<file path="config.mk">
export PLATFORM = sky130hd
export DESIGN_NAME = request_frame_parser
export DESIGN_NICKNAME = d
export VERILOG_FILES = /design/src/rfp_pkg.sv /design/src/request_frame_parser.sv /design/src/rfp_parser.sv /design/src/rfp_out_reg.sv
export SDC_FILE = /design/constraint.sdc
export NUM_CORES = 1
export LEC_CHECK = 0
export BUFFER_PORTS_ARGS = -buffer_cell sky130_fd_sc_hd__buf_2
export CORE_AREA = 2 2 220 222
export CTS_CLUSTER_DIAMETER = 50
export DETAILED_ROUTE_END_ITERATION = 8
export DIE_AREA = 0 0 222 224
export SLEW_MARGIN = 5
export SYNTH_ARGS = -nofsm -noshare
export SYNTH_HDL_FRONTEND = slang
export SYNTH_SLANG_ARGS = --single-unit
</file>
<file path="constraint.sdc">
create_clock -name clk_i -period 13.9 [get_ports clk_i]
set_input_delay 2.78 -clock clk_i [delete_from_list [all_inputs] [get_ports clk_i]]
set_output_delay 2.78 -clock clk_i [all_outputs]
set_load 0.005 [all_outputs]
</file>
<file path="src/rfp_pkg.sv">
// Request frame parser package: phase encoding, result codes, field ids
// and the result record shared by the parser, output register and top.
// No dependencies.
`default_nettype none

package rfp_pkg;

  // Parser phases
  typedef enum logic [3:0] {
    PH_PREFIX    = 4'd0,
    PH_VARIANT   = 4'd1,
    PH_ADDR_LEN  = 4'd2,
    PH_ADDR_DATA = 4'd3,
    PH_URI_LEN   = 4'd4,
    PH_URI_DATA  = 4'd5,
    PH_METH_LEN  = 4'd6,
    PH_METH_DATA = 4'd7,
    PH_COUNT     = 4'd8,
    PH_KV_LEN    = 4'd9,
    PH_KV_DATA   = 4'd10,
    PH_BODY_LEN  = 4'd11,
    PH_BODY_DATA = 4'd12,
    PH_DISCARD   = 4'd13
  } rfp_phase_e;

  // Result kinds
  localparam logic [1:0] KIND_BYTE = 2'd0;
  localparam logic [1:0] KIND_NUM  = 2'd1;
  localparam logic [1:0] KIND_ERR  = 2'd2;

  // Field ids
  localparam logic [2:0] FID_ADDR  = 3'd0;
  localparam logic [2:0] FID_URI   = 3'd1;
  localparam logic [2:0] FID_METH  = 3'd2;
  localparam logic [2:0] FID_HKEY  = 3'd3;
  localparam logic [2:0] FID_HVAL  = 3'd4;
  localparam logic [2:0] FID_BODY  = 3'd5;
  localparam logic [2:0] FID_COUNT = 3'd6;

  // Error codes
  localparam logic [2:0] ERR_NONE     = 3'd0;
  localparam logic [2:0] ERR_TRUNC    = 3'd1;
  localparam logic [2:0] ERR_OVERFLOW = 3'd2;
  localparam logic [2:0] ERR_VARIANT  = 3'd3;
  localparam logic [2:0] ERR_EXCEEDS  = 3'd4;

  // LEB128 bits
  localparam logic [7:0] CONT_BIT   = 8'h80;
  localparam logic [7:0] GROUP_MASK = 8'h7f;
  localparam logic [3:0] MAX_GROUPS = 4'd9;

  // One result item
  typedef struct packed {
    logic        vld;
    logic [1:0]  kind;
    logic [2:0]  field_id;
    logic [63:0] value;
    logic        field_last;
    logic        frame_last;
    logic [2:0]  error_code;
  } rfp_res_t;

  // Field that a length or data phase belongs to
  function automatic logic [2:0] len_field(rfp_phase_e ph, logic is_value);
    logic [2:0] fid;
    case (ph)
      PH_ADDR_LEN, PH_ADDR_DATA: fid = FID_ADDR;
      PH_URI_LEN, PH_URI_DATA:   fid = FID_URI;
      PH_METH_LEN, PH_METH_DATA: fid = FID_METH;
      PH_KV_LEN, PH_KV_DATA:     fid = is_value ? FID_HVAL : FID_HKEY;
      default:                   fid = FID_BODY;
    endcase
    return fid;
  endfunction

  // Data phase that follows a nonzero length
  function automatic rfp_phase_e data_phase(logic [2:0] fid);
    rfp_phase_e ph;
    case (fid)
      FID_ADDR:           ph = PH_ADDR_DATA;
      FID_URI:            ph = PH_URI_DATA;
      FID_METH:           ph = PH_METH_DATA;
      FID_HKEY, FID_HVAL: ph = PH_KV_DATA;
      default:            ph = PH_BODY_DATA;
    endcase
    return ph;
  endfunction

endpackage

`default_nettype wire

</file>
<file path="src/request_frame_parser.sv">
// Request frame parser top: input byte register, parser core, result register.
// A byte accepted into the input register shows its result, if any, in the result register
// once that register is free; a held result delays it until taken.
// Throughput: one byte per cycle unless a held result stalls the step; the parser step
// is combinational and the input register lets a new byte in while a result waits.
// Reset: asynchronous, clears both registers' valid flags and all parser state.
`default_nettype none

module request_frame_parser (
  input  wire logic        clk_i,
  input  wire logic        rst_ni,
  input  wire logic        s_axis_tvalid,
  output logic             s_axis_tready,
  input  wire logic [7:0]  s_axis_tdata,   // [7:0] in_byte
  output logic             m_axis_tvalid,
  input  wire logic        m_axis_tready,
  output logic [71:0]      m_axis_tdata,   // [63:0] value, [66:64] error_code, rest 0
  output logic [5:0]       m_axis_tuser,   // [1:0] kind, [4:2] field_id, [5] field_last
  output logic             m_axis_tlast    // frame_last
);
  import rfp_pkg::*;

  logic       in_vld_q;
  logic [7:0] in_byte_q;
  logic       fire;
  logic       out_space;
  rfp_res_t   step_res;
  rfp_res_t   out_res;

  assign fire          = in_vld_q && out_space;
  assign s_axis_tready = !in_vld_q || fire;

  // Input register
  always_ff @(posedge clk_i or negedge rst_ni) begin
    if (!rst_ni) begin
      in_vld_q <= 1'b0;
    end else if (s_axis_tready) begin
      in_vld_q <= s_axis_tvalid;
    end
  end

  always_ff @(posedge clk_i) begin
    if (s_axis_tvalid && s_axis_tready) begin
      in_byte_q <= s_axis_tdata;
    end
  end

  rfp_parser u_parser (
    .clk_i     (clk_i),
    .rst_ni    (rst_ni),
    .step_i    (fire),
    .in_byte_i (in_byte_q),
    .res_o     (step_res)
  );

  rfp_out_reg u_out (
    .clk_i   (clk_i),
    .rst_ni  (rst_ni),
    .load_i  (fire && step_res.vld),
    .res_i   (step_res),
    .take_i  (m_axis_tready),
    .space_o (out_space),
    .vld_o   (m_axis_tvalid),
    .res_o   (out_res)
  );

  // Output packing
  assign m_axis_tdata = {5'd0, out_res.error_code, out_res.value};
  assign m_axis_tuser = {out_res.field_last, out_res.field_id, out_res.kind};
  assign m_axis_tlast = out_res.frame_last;

  // An error result always closes its frame
  a_err_closes_frame: assert property (@(posedge clk_i) disable iff (!rst_ni)
    m_axis_tvalid && out_res.kind == KIND_ERR |-> out_res.frame_last)
    else $error("error result without frame_last");

  // Error code is set exactly on error results
  a_err_code_match: assert property (@(posedge clk_i) disable iff (!rst_ni)
    m_axis_tvalid |-> ((out_res.kind == KIND_ERR) == (out_res.error_code != ERR_NONE)))
    else $error("error_code disagrees with kind");

  // A stepped byte that yields a result shows it on the next cycle
  a_result_lands: assert property (@(posedge clk_i) disable iff (!rst_ni)
    fire && step_res.vld |=> m_axis_tvalid)
    else $error("result lost in output register");

  // A byte held in the input register is stepped whenever the output has room
  a_no_idle_stall: assert property (@(posedge clk_i) disable iff (!rst_ni)
    in_vld_q && (!m_axis_tvalid || m_axis_tready) |-> fire)
    else $error("parser stalled with free output");

endmodule

`default_nettype wire

</file>
<file path="src/rfp_parser.sv">
// Parser core: frame/field state registers and the one-byte step logic.
// Depends on rfp_pkg.
`default_nettype none

module rfp_parser (
  input  wire logic            clk_i,
  input  wire logic            rst_ni,
  input  wire logic            step_i,   // consume in_byte_i this cycle
  input  wire logic [7:0]      in_byte_i,
  output rfp_pkg::rfp_res_t    res_o     // result of this step, vld may be 0
);
  import rfp_pkg::*;

  rfp_phase_e  phase_q, phase_d;
  logic [1:0]  prefix_cnt_q, prefix_cnt_d;
  logic [31:0] frame_left_q, frame_left_d;
  logic [63:0] acc_q, acc_d;
  logic [3:0]  grp_q, grp_d;
  logic [31:0] field_left_q, field_left_d;
  logic [63:0] headers_q, headers_d;
  logic        is_value_q, is_value_d;

  logic [31:0] fl_dec;
  logic [31:0] fld_dec;
  logic [63:0] hdr_dec;
  logic [31:0] pre_frame;
  logic [6:0]  shift_full;
  logic [5:0]  sh;
  logic [63:0] v;

  logic        do_fail;
  logic [2:0]  fail_code;
  logic [31:0] fail_left;
  logic        do_fin;
  logic [1:0]  fin_kind;
  logic [2:0]  fin_fid;
  logic [63:0] fin_val;
  logic        fin_done;
  logic [2:0]  cur_fid;

  assign fl_dec     = frame_left_q - 32'd1;
  assign fld_dec    = field_left_q - 32'd1;
  assign hdr_dec    = headers_q - 64'd1;
  assign shift_full = 7'(grp_q) * 7'd7;
  assign sh         = shift_full[5:0];
  assign v          = acc_q | ({56'd0, in_byte_i} << sh);
  assign cur_fid    = len_field(phase_q, is_value_q);

  // Length prefix assembly, little-endian
  always_comb begin
    case (prefix_cnt_q)
      2'd0:    pre_frame = {24'd0, in_byte_i};
      2'd1:    pre_frame = frame_left_q | {16'd0, in_byte_i, 8'd0};
      2'd2:    pre_frame = frame_left_q | {8'd0, in_byte_i, 16'd0};
      default: pre_frame = frame_left_q | {in_byte_i, 24'd0};
    endcase
  end

  // One byte step
  always_comb begin
    phase_d      = phase_q;
    prefix_cnt_d = prefix_cnt_q;
    frame_left_d = frame_left_q;
    acc_d        = acc_q;
    grp_d        = grp_q;
    field_left_d = field_left_q;
    headers_d    = headers_q;
    is_value_d   = is_value_q;
    res_o        = '0;
    do_fail      = 1'b0;
    fail_code    = ERR_NONE;
    fail_left    = fl_dec;
    do_fin       = 1'b0;
    fin_kind     = KIND_BYTE;
    fin_fid      = FID_ADDR;
    fin_val      = '0;
    fin_done     = 1'b0;

    case (phase_q)
      PH_PREFIX: begin
        frame_left_d = pre_frame;
        prefix_cnt_d = prefix_cnt_q + 2'd1;
        fail_left    = pre_frame;
        if (prefix_cnt_q == 2'd3) begin
          acc_d      = '0;
          grp_d      = '0;
          is_value_d = 1'b0;
          if (pre_frame == 32'd0) begin
            do_fail   = 1'b1;
            fail_code = ERR_TRUNC;
          end else begin
            phase_d = PH_VARIANT;
          end
        end
      end

      PH_DISCARD: begin
        frame_left_d = fl_dec;
        if (fl_dec == 32'd0) phase_d = PH_PREFIX;
      end

      // Payload bytes
      PH_ADDR_DATA, PH_URI_DATA, PH_METH_DATA, PH_KV_DATA, PH_BODY_DATA: begin
        frame_left_d = fl_dec;
        field_left_d = fld_dec;
        if (fld_dec != 32'd0) begin
          res_o.vld      = 1'b1;
          res_o.kind     = KIND_BYTE;
          res_o.field_id = cur_fid;
          res_o.value    = {56'd0, in_byte_i};
        end else begin
          do_fin   = 1'b1;
          fin_kind = KIND_BYTE;
          fin_fid  = cur_fid;
          fin_val  = {56'd0, in_byte_i};
        end
      end

      // LEB128 bytes
      PH_VARIANT, PH_ADDR_LEN, PH_URI_LEN, PH_METH_LEN, PH_COUNT,
      PH_KV_LEN, PH_BODY_LEN: begin
        frame_left_d = fl_dec;
        if ((in_byte_i & CONT_BIT) != 8'd0) begin
          if (grp_q <= MAX_GROUPS)
            acc_d = acc_q | ({56'd0, in_byte_i & GROUP_MASK} << sh);
          if (grp_q <= MAX_GROUPS) grp_d = grp_q + 4'd1;
          if (fl_dec == 32'd0) begin
            do_fail   = 1'b1;
            fail_code = ERR_TRUNC;
          end
        end else if (grp_q > MAX_GROUPS || (grp_q == MAX_GROUPS && in_byte_i > 8'd1)) begin
          do_fail   = 1'b1;
          fail_code = ERR_OVERFLOW;
        end else begin
          acc_d = '0;
          grp_d = '0;
          if (phase_q == PH_VARIANT) begin
            if (v != 64'd0) begin
              do_fail   = 1'b1;
              fail_code = ERR_VARIANT;
            end else if (fl_dec == 32'd0) begin
              do_fail   = 1'b1;
              fail_code = ERR_TRUNC;
            end else begin
              phase_d = PH_ADDR_LEN;
            end
          end else if (phase_q == PH_COUNT) begin
            if (fl_dec == 32'd0) begin
              do_fail   = 1'b1;
              fail_code = ERR_TRUNC;
            end else begin
              headers_d        = v;
              is_value_d       = 1'b0;
              phase_d          = (v != 64'd0) ? PH_KV_LEN : PH_BODY_LEN;
              res_o.vld        = 1'b1;
              res_o.kind       = KIND_NUM;
              res_o.field_id   = FID_COUNT;
              res_o.value      = v;
              res_o.field_last = 1'b1;
            end
          end else if (v > {32'd0, fl_dec}) begin
            do_fail   = 1'b1;
            fail_code = ERR_EXCEEDS;
          end else if (v == 64'd0) begin
            do_fin   = 1'b1;
            fin_kind = KIND_NUM;
            fin_fid  = cur_fid;
            fin_val  = '0;
          end else begin
            field_left_d   = v[31:0];
            phase_d        = data_phase(cur_fid);
            res_o.vld      = 1'b1;
            res_o.kind     = KIND_NUM;
            res_o.field_id = cur_fid;
            res_o.value    = v;
          end
        end
      end

      default: phase_d = PH_PREFIX;
    endcase

    // Close a finished field
    if (do_fin) begin
      case (fin_fid)
        FID_ADDR: phase_d = PH_URI_LEN;
        FID_URI:  phase_d = PH_METH_LEN;
        FID_METH: phase_d = PH_COUNT;
        FID_HKEY: begin
          is_value_d = 1'b1;
          phase_d    = PH_KV_LEN;
        end
        FID_HVAL: begin
          headers_d  = hdr_dec;
          is_value_d = 1'b0;
          phase_d    = (hdr_dec != 64'd0) ? PH_KV_LEN : PH_BODY_LEN;
        end
        default: begin
          phase_d  = (fl_dec != 32'd0) ? PH_DISCARD : PH_PREFIX;
          fin_done = 1'b1;
        end
      endcase
      if (!fin_done && fl_dec == 32'd0) begin
        do_fail   = 1'b1;
        fail_code = ERR_TRUNC;
      end else begin
        res_o.vld        = 1'b1;
        res_o.kind       = fin_kind;
        res_o.field_id   = fin_fid;
        res_o.value      = fin_val;
        res_o.field_last = 1'b1;
        res_o.frame_last = fin_done;
      end
    end

    // Error: drop the rest of the frame
    if (do_fail) begin
      acc_d   = '0;
      grp_d   = '0;
      phase_d = (fail_left != 32'd0) ? PH_DISCARD : PH_PREFIX;
      res_o            = '0;
      res_o.vld        = 1'b1;
      res_o.kind       = KIND_ERR;
      res_o.frame_last = 1'b1;
      res_o.error_code = fail_code;
    end
  end

  // State registers
  always_ff @(posedge clk_i or negedge rst_ni) begin
    if (!rst_ni) begin
      phase_q      <= PH_PREFIX;
      prefix_cnt_q <= '0;
      frame_left_q <= '0;
      acc_q        <= '0;
      grp_q        <= '0;
      field_left_q <= '0;
      headers_q    <= '0;
      is_value_q   <= 1'b0;
    end else if (step_i) begin
      phase_q      <= phase_d;
      prefix_cnt_q <= prefix_cnt_d;
      frame_left_q <= frame_left_d;
      acc_q        <= acc_d;
      grp_q        <= grp_d;
      field_left_q <= field_left_d;
      headers_q    <= headers_d;
      is_value_q   <= is_value_d;
    end
  end

endmodule

`default_nettype wire

</file>
<file path="src/rfp_out_reg.sv">
// Result register: holds one result item until the downstream side takes it.
// Depends on rfp_pkg.
`default_nettype none

module rfp_out_reg (
  input  wire logic          clk_i,
  input  wire logic          rst_ni,
  input  wire logic          load_i,   // new result this cycle
  input  wire rfp_pkg::rfp_res_t res_i,
  input  wire logic          take_i,   // downstream ready
  output logic               space_o,  // can load this cycle
  output logic               vld_o,
  output rfp_pkg::rfp_res_t  res_o
);
  import rfp_pkg::*;

  logic     vld_q;
  rfp_res_t res_q;

  assign space_o = !vld_q || take_i;
  assign vld_o   = vld_q;
  assign res_o   = res_q;

  // Valid flag
  always_ff @(posedge clk_i or negedge rst_ni) begin
    if (!rst_ni) begin
      vld_q <= 1'b0;
    end else if (load_i) begin
      vld_q <= 1'b1;
    end else if (take_i) begin
      vld_q <= 1'b0;
    end
  end

  // Payload
  always_ff @(posedge clk_i) begin
    if (load_i) begin
      res_q <= res_i;
    end
  end

endmodule

`default_nettype wire
</file>
==> metrics.md <==
| Metric | Value |
|---|---|
| Synth Area in Compound Gates | ~24% |
| Vias in the first global route | approximately 19,000 |
| Post-Synth XOR/XNOR Area | under 10% |
| Final Hold Vio Count | 0 |
| Total power | between 6 and 7 mW |
| GRT Overall Usage | between 30% and 40% |
| Sw Ratio | a little over half |
| Fill count | ~4,700 |
| Largest cells by area after synthesis | dfrtp_1, edfxtp_1, a21oi_1 |
| Worst setup EP type | flop |
| CTS tree | yes |
| Synth Warn # | 0 |
| Yosys top cell area share | between 20 and 25% |
| Post-synthesis mux area share | between 2 and 2.5% |
| CORE AREA | ~47,000 µm² |
| Area leader, netlist | dfrtp_1 |
| Final setup TNS | 0 ps |
| Die area | around 50,000 µm² |
| Avg WL per Cell | roughly 27 µm |
| Post-Syn Instances | between 2,000 and 2,500 |
| Layout cells sized above 1 | between 10% and 20% |
| Worst rel slew slack | 15.7% |
| Final critical-path setup slack | between 3000 and 4000 ps |
| Fmax | ~100 MHz |
| Setup bufs post-CTS | 0 |
| Via count | 20,600 |
| Worst skew pair latency | a little under 600 ps |
| Arrival time at the worst endpoint | 10,350 ps |
| Clock network power share | between 10% and 20% |
| Flop2flop setup slack | about 4000 ps |
| Die Span X | roughly 220 µm |
| Grt total ovfl | 0 |
| Final Setup Violations | 0 |
| Least-Margin Pin Slew | 1250 ps |
| Async SR Flop Fraction | a little under three quarters |
| Worst Path Required | roughly 14,000 ps |
| Root Driver | clkbuf_16 |
| RSZ-0062 raised after global routing | false |
| Post-synth EDFFs | 82 |
| CP delay by family, top | buffers and inverters |
| Hold buffers post-CTS | 0 |
| Inserted Clock Buffers | 43 |
| HP Class | reg -> reg |
| Top-count cell post-synth | nor2_1 |
| FF+latch count, synth | 287 |
| Lkg Pwr | around 9.0 nW |
| Largest family of logic cells by synthesized area | simple AND/OR/NAND/NOR gates |
| Number of routed nets with antenna violations | 0 |
| Final worst path period share | a little under three quarters |
| GP Congestion | between 1 and 1.5 |
| PwrDens | slightly below 300 nW/µm² |
| Global-route wire length before repair | 123 mm |
| CTS clock-pin slew for the worst setup and hold paths | 60 ps |
| Crit-path slowest cell | dfrtp_1 |
| Final HPWL DP | 59.9 mm |
| Multi-input logic area | approximately 12,000 µm² |
| Mapped Area | between 20,000 and 25,000 µm² |
| Initial DRC Count | about 3,000 |
| IR drop worst, VDD | 178 µV |
| Tmin final | 9920 ps |
| Status | complete, no violations |
| Max-Cap Viols | 0 |
| Ports | 93 |
| Crit path kind | reg -> reg |
| Max-slew violations | 0 |
| Register area | ~7600 µm² |
| Post-synthesis sequential area ratio | 36.8% |
| # nets final | around 2,500 |
| Sw Pwr | 3.53 mW |
| Synth-to-Final Area Change | 10.5% |
| Syn avg cell area | 8.41 µm² |
| CP bufs+invs | 7 |
| Drt via density | 6.63 |
| Clk sinks | roughly 290 |
| Nature of the critical path startpoint | flop |
| Site Rows | 80 |
| Pre-Repair DR Iteration Count | 6 |
| Clock Skew | 17.2 ps |
| Routed WL | roughly 80 mm |
| Commonest cells post-synth | nor2_1, a21oi_1, nand2_1, dfrtp_1, o21ai_0 |
| CP Max Fanout | 71 |
| CTS H-tree lvls | 2 |
| Initial Utilization | a little over two fifths |
| CTS Buffer Depth | 3 |
| Antenna violations before repair | 1 |
| Post-cts resize count | 0 |
| Post-Synth Adder-Cell Area | 3.54% |
| Reg power frac | 26.0% |
| Combinational Power Share | a little under 60% |
| PortBufs | between 80 and 90 |
| Post-Synth Simple-Gate Area | around a quarter |
| Die height | about 220 µm |
| Netlist cell types | 94 |
| Primary FF master, synth | dfrtp_1 |
| Cell mode on critical path | inv_1 |
| Slowest cell delay on critical path | between 1000 and 1500 ps |
| Largest net degree at the start of global routing | 73 |
| Post-route DRC | 0 |
| P_int | between 3 and 4 mW |
| Pre-CTS WS | between 4000 and 5000 ps |
[through the flow]
step / hold WS, ps / area [µm²] / utilization [%] / cells
after CTS: 508 / 22800 / 48.2 / 3107
after detailed placement: 495 / 21400 / 45.3 / 3027
after global routing: 532 / 22800 / 48.2 / 3107
final: 514 / 22800 / 48.2 / 3108
after floorplan: 478 / 20700 / - / 2461
after global placement: 487 / 21400 / 45.3 / 3027
[area by class of cell]
cell class	count	share of cell area [%]
multi-input cells	1897	52.3
flip-flops and latches	287	33.3
clock buffers	51	4.98
repair buffers	132	3.43
well taps	615	3.37
inverters	96	1.58
clock inverters	29	1.09
diodes	1	0.0110
[state kept, by name, summed over array words and instances (netlist names)]
register,count
in_byte_q,8
in_vld_q,1
u_out.res_o,74
u_out.vld_o,1
u_parser.acc_q,64
u_parser.field_left_q,32
u_parser.frame_left_q,32
u_parser.grp_q,4
u_parser.headers_q,64
u_parser.is_value_q,1
u_parser.phase_q,4
u_parser.prefix_cnt_q,2
[power groups by stage]
stage,sequential (mW),combinational (mW),clock [mW]
final,1.71,3.81,1.07
after global routing,1.75,4.08,1.11
after CTS,1.70,3.71,1.08
after detailed placement,1.70,3.70,0
after global placement,1.70,3.67,0
after floorplan,1.53,2.60,0
[path summary, 6_finish.rpt]
check,start,to,depth (start not counted)
worst max register to register,u_parser.grp_q[0],u_parser.acc_q[56],25
worst max-delay path,u_parser.grp_q[0],u_parser.acc_q[56],25
worst min register to register,u_parser.acc_q[55],u_parser.acc_q[55],2
max in group asynchronous,rst_ni,u_parser.frame_left_q[18],3
min in group asynchronous,rst_ni,u_parser.headers_q[55],1
worst min-delay path,u_parser.acc_q[55],u_parser.acc_q[55],2
[cells by family (layout without fill, tap and decap cells)]
family | count (synthesis) | after routing
buf+inv | 277 | 308
xor+xnor | 66 | 66
other cells | 1 | 6
compound gates | 769 | 769
simple gates | 968 | 968
mux | 33 | 33
fa+ha+maj | 56 | 56
flops | 287 | 287
[per-layer routing]
layer	GRT usage, %	part of all wire (%)	vias up
li1	-	-	9152
met1	45.6	43	10100
met2	48.5	43	1121
met3	8.00	10	185
met4	12.1	3.8	2
met5	0	0.0097	-
[cells in the final DEF (no fill, tap or decap), types with 16 or more instances in the layout]
master,instances
nand4_1,46
o21ai_0,148
clkbuf_16,44
and3_1,17
nor2_1,249
or2_2,20
a21o_1,22
buf_4,45
dfrtp_1,205
nor2b_1,30
a22o_1,29
nor3_1,70
or3_1,22
o22a_1,36
a21oi_1,221
nand2b_1,21
nand2_1,206
a31oi_1,69
xnor2_1,44
nor4_1,66
xor2_1,22
nand3_1,78
o31ai_1,17
mux2i_1,16
inv_1,94
edfxtp_1,82
nor2_4,50
buf_2,86
a22oi_1,43
o22ai_1,33
ha_1,52
or4_1,22
[worst min-delay path, delay by kind of cell (launching register included)]
kind	cells	cell delay [ps]
simple gates	1	70
flops	1	340
compound gates	1	70
No activity file was read; power rests on OpenSTA's default activity.
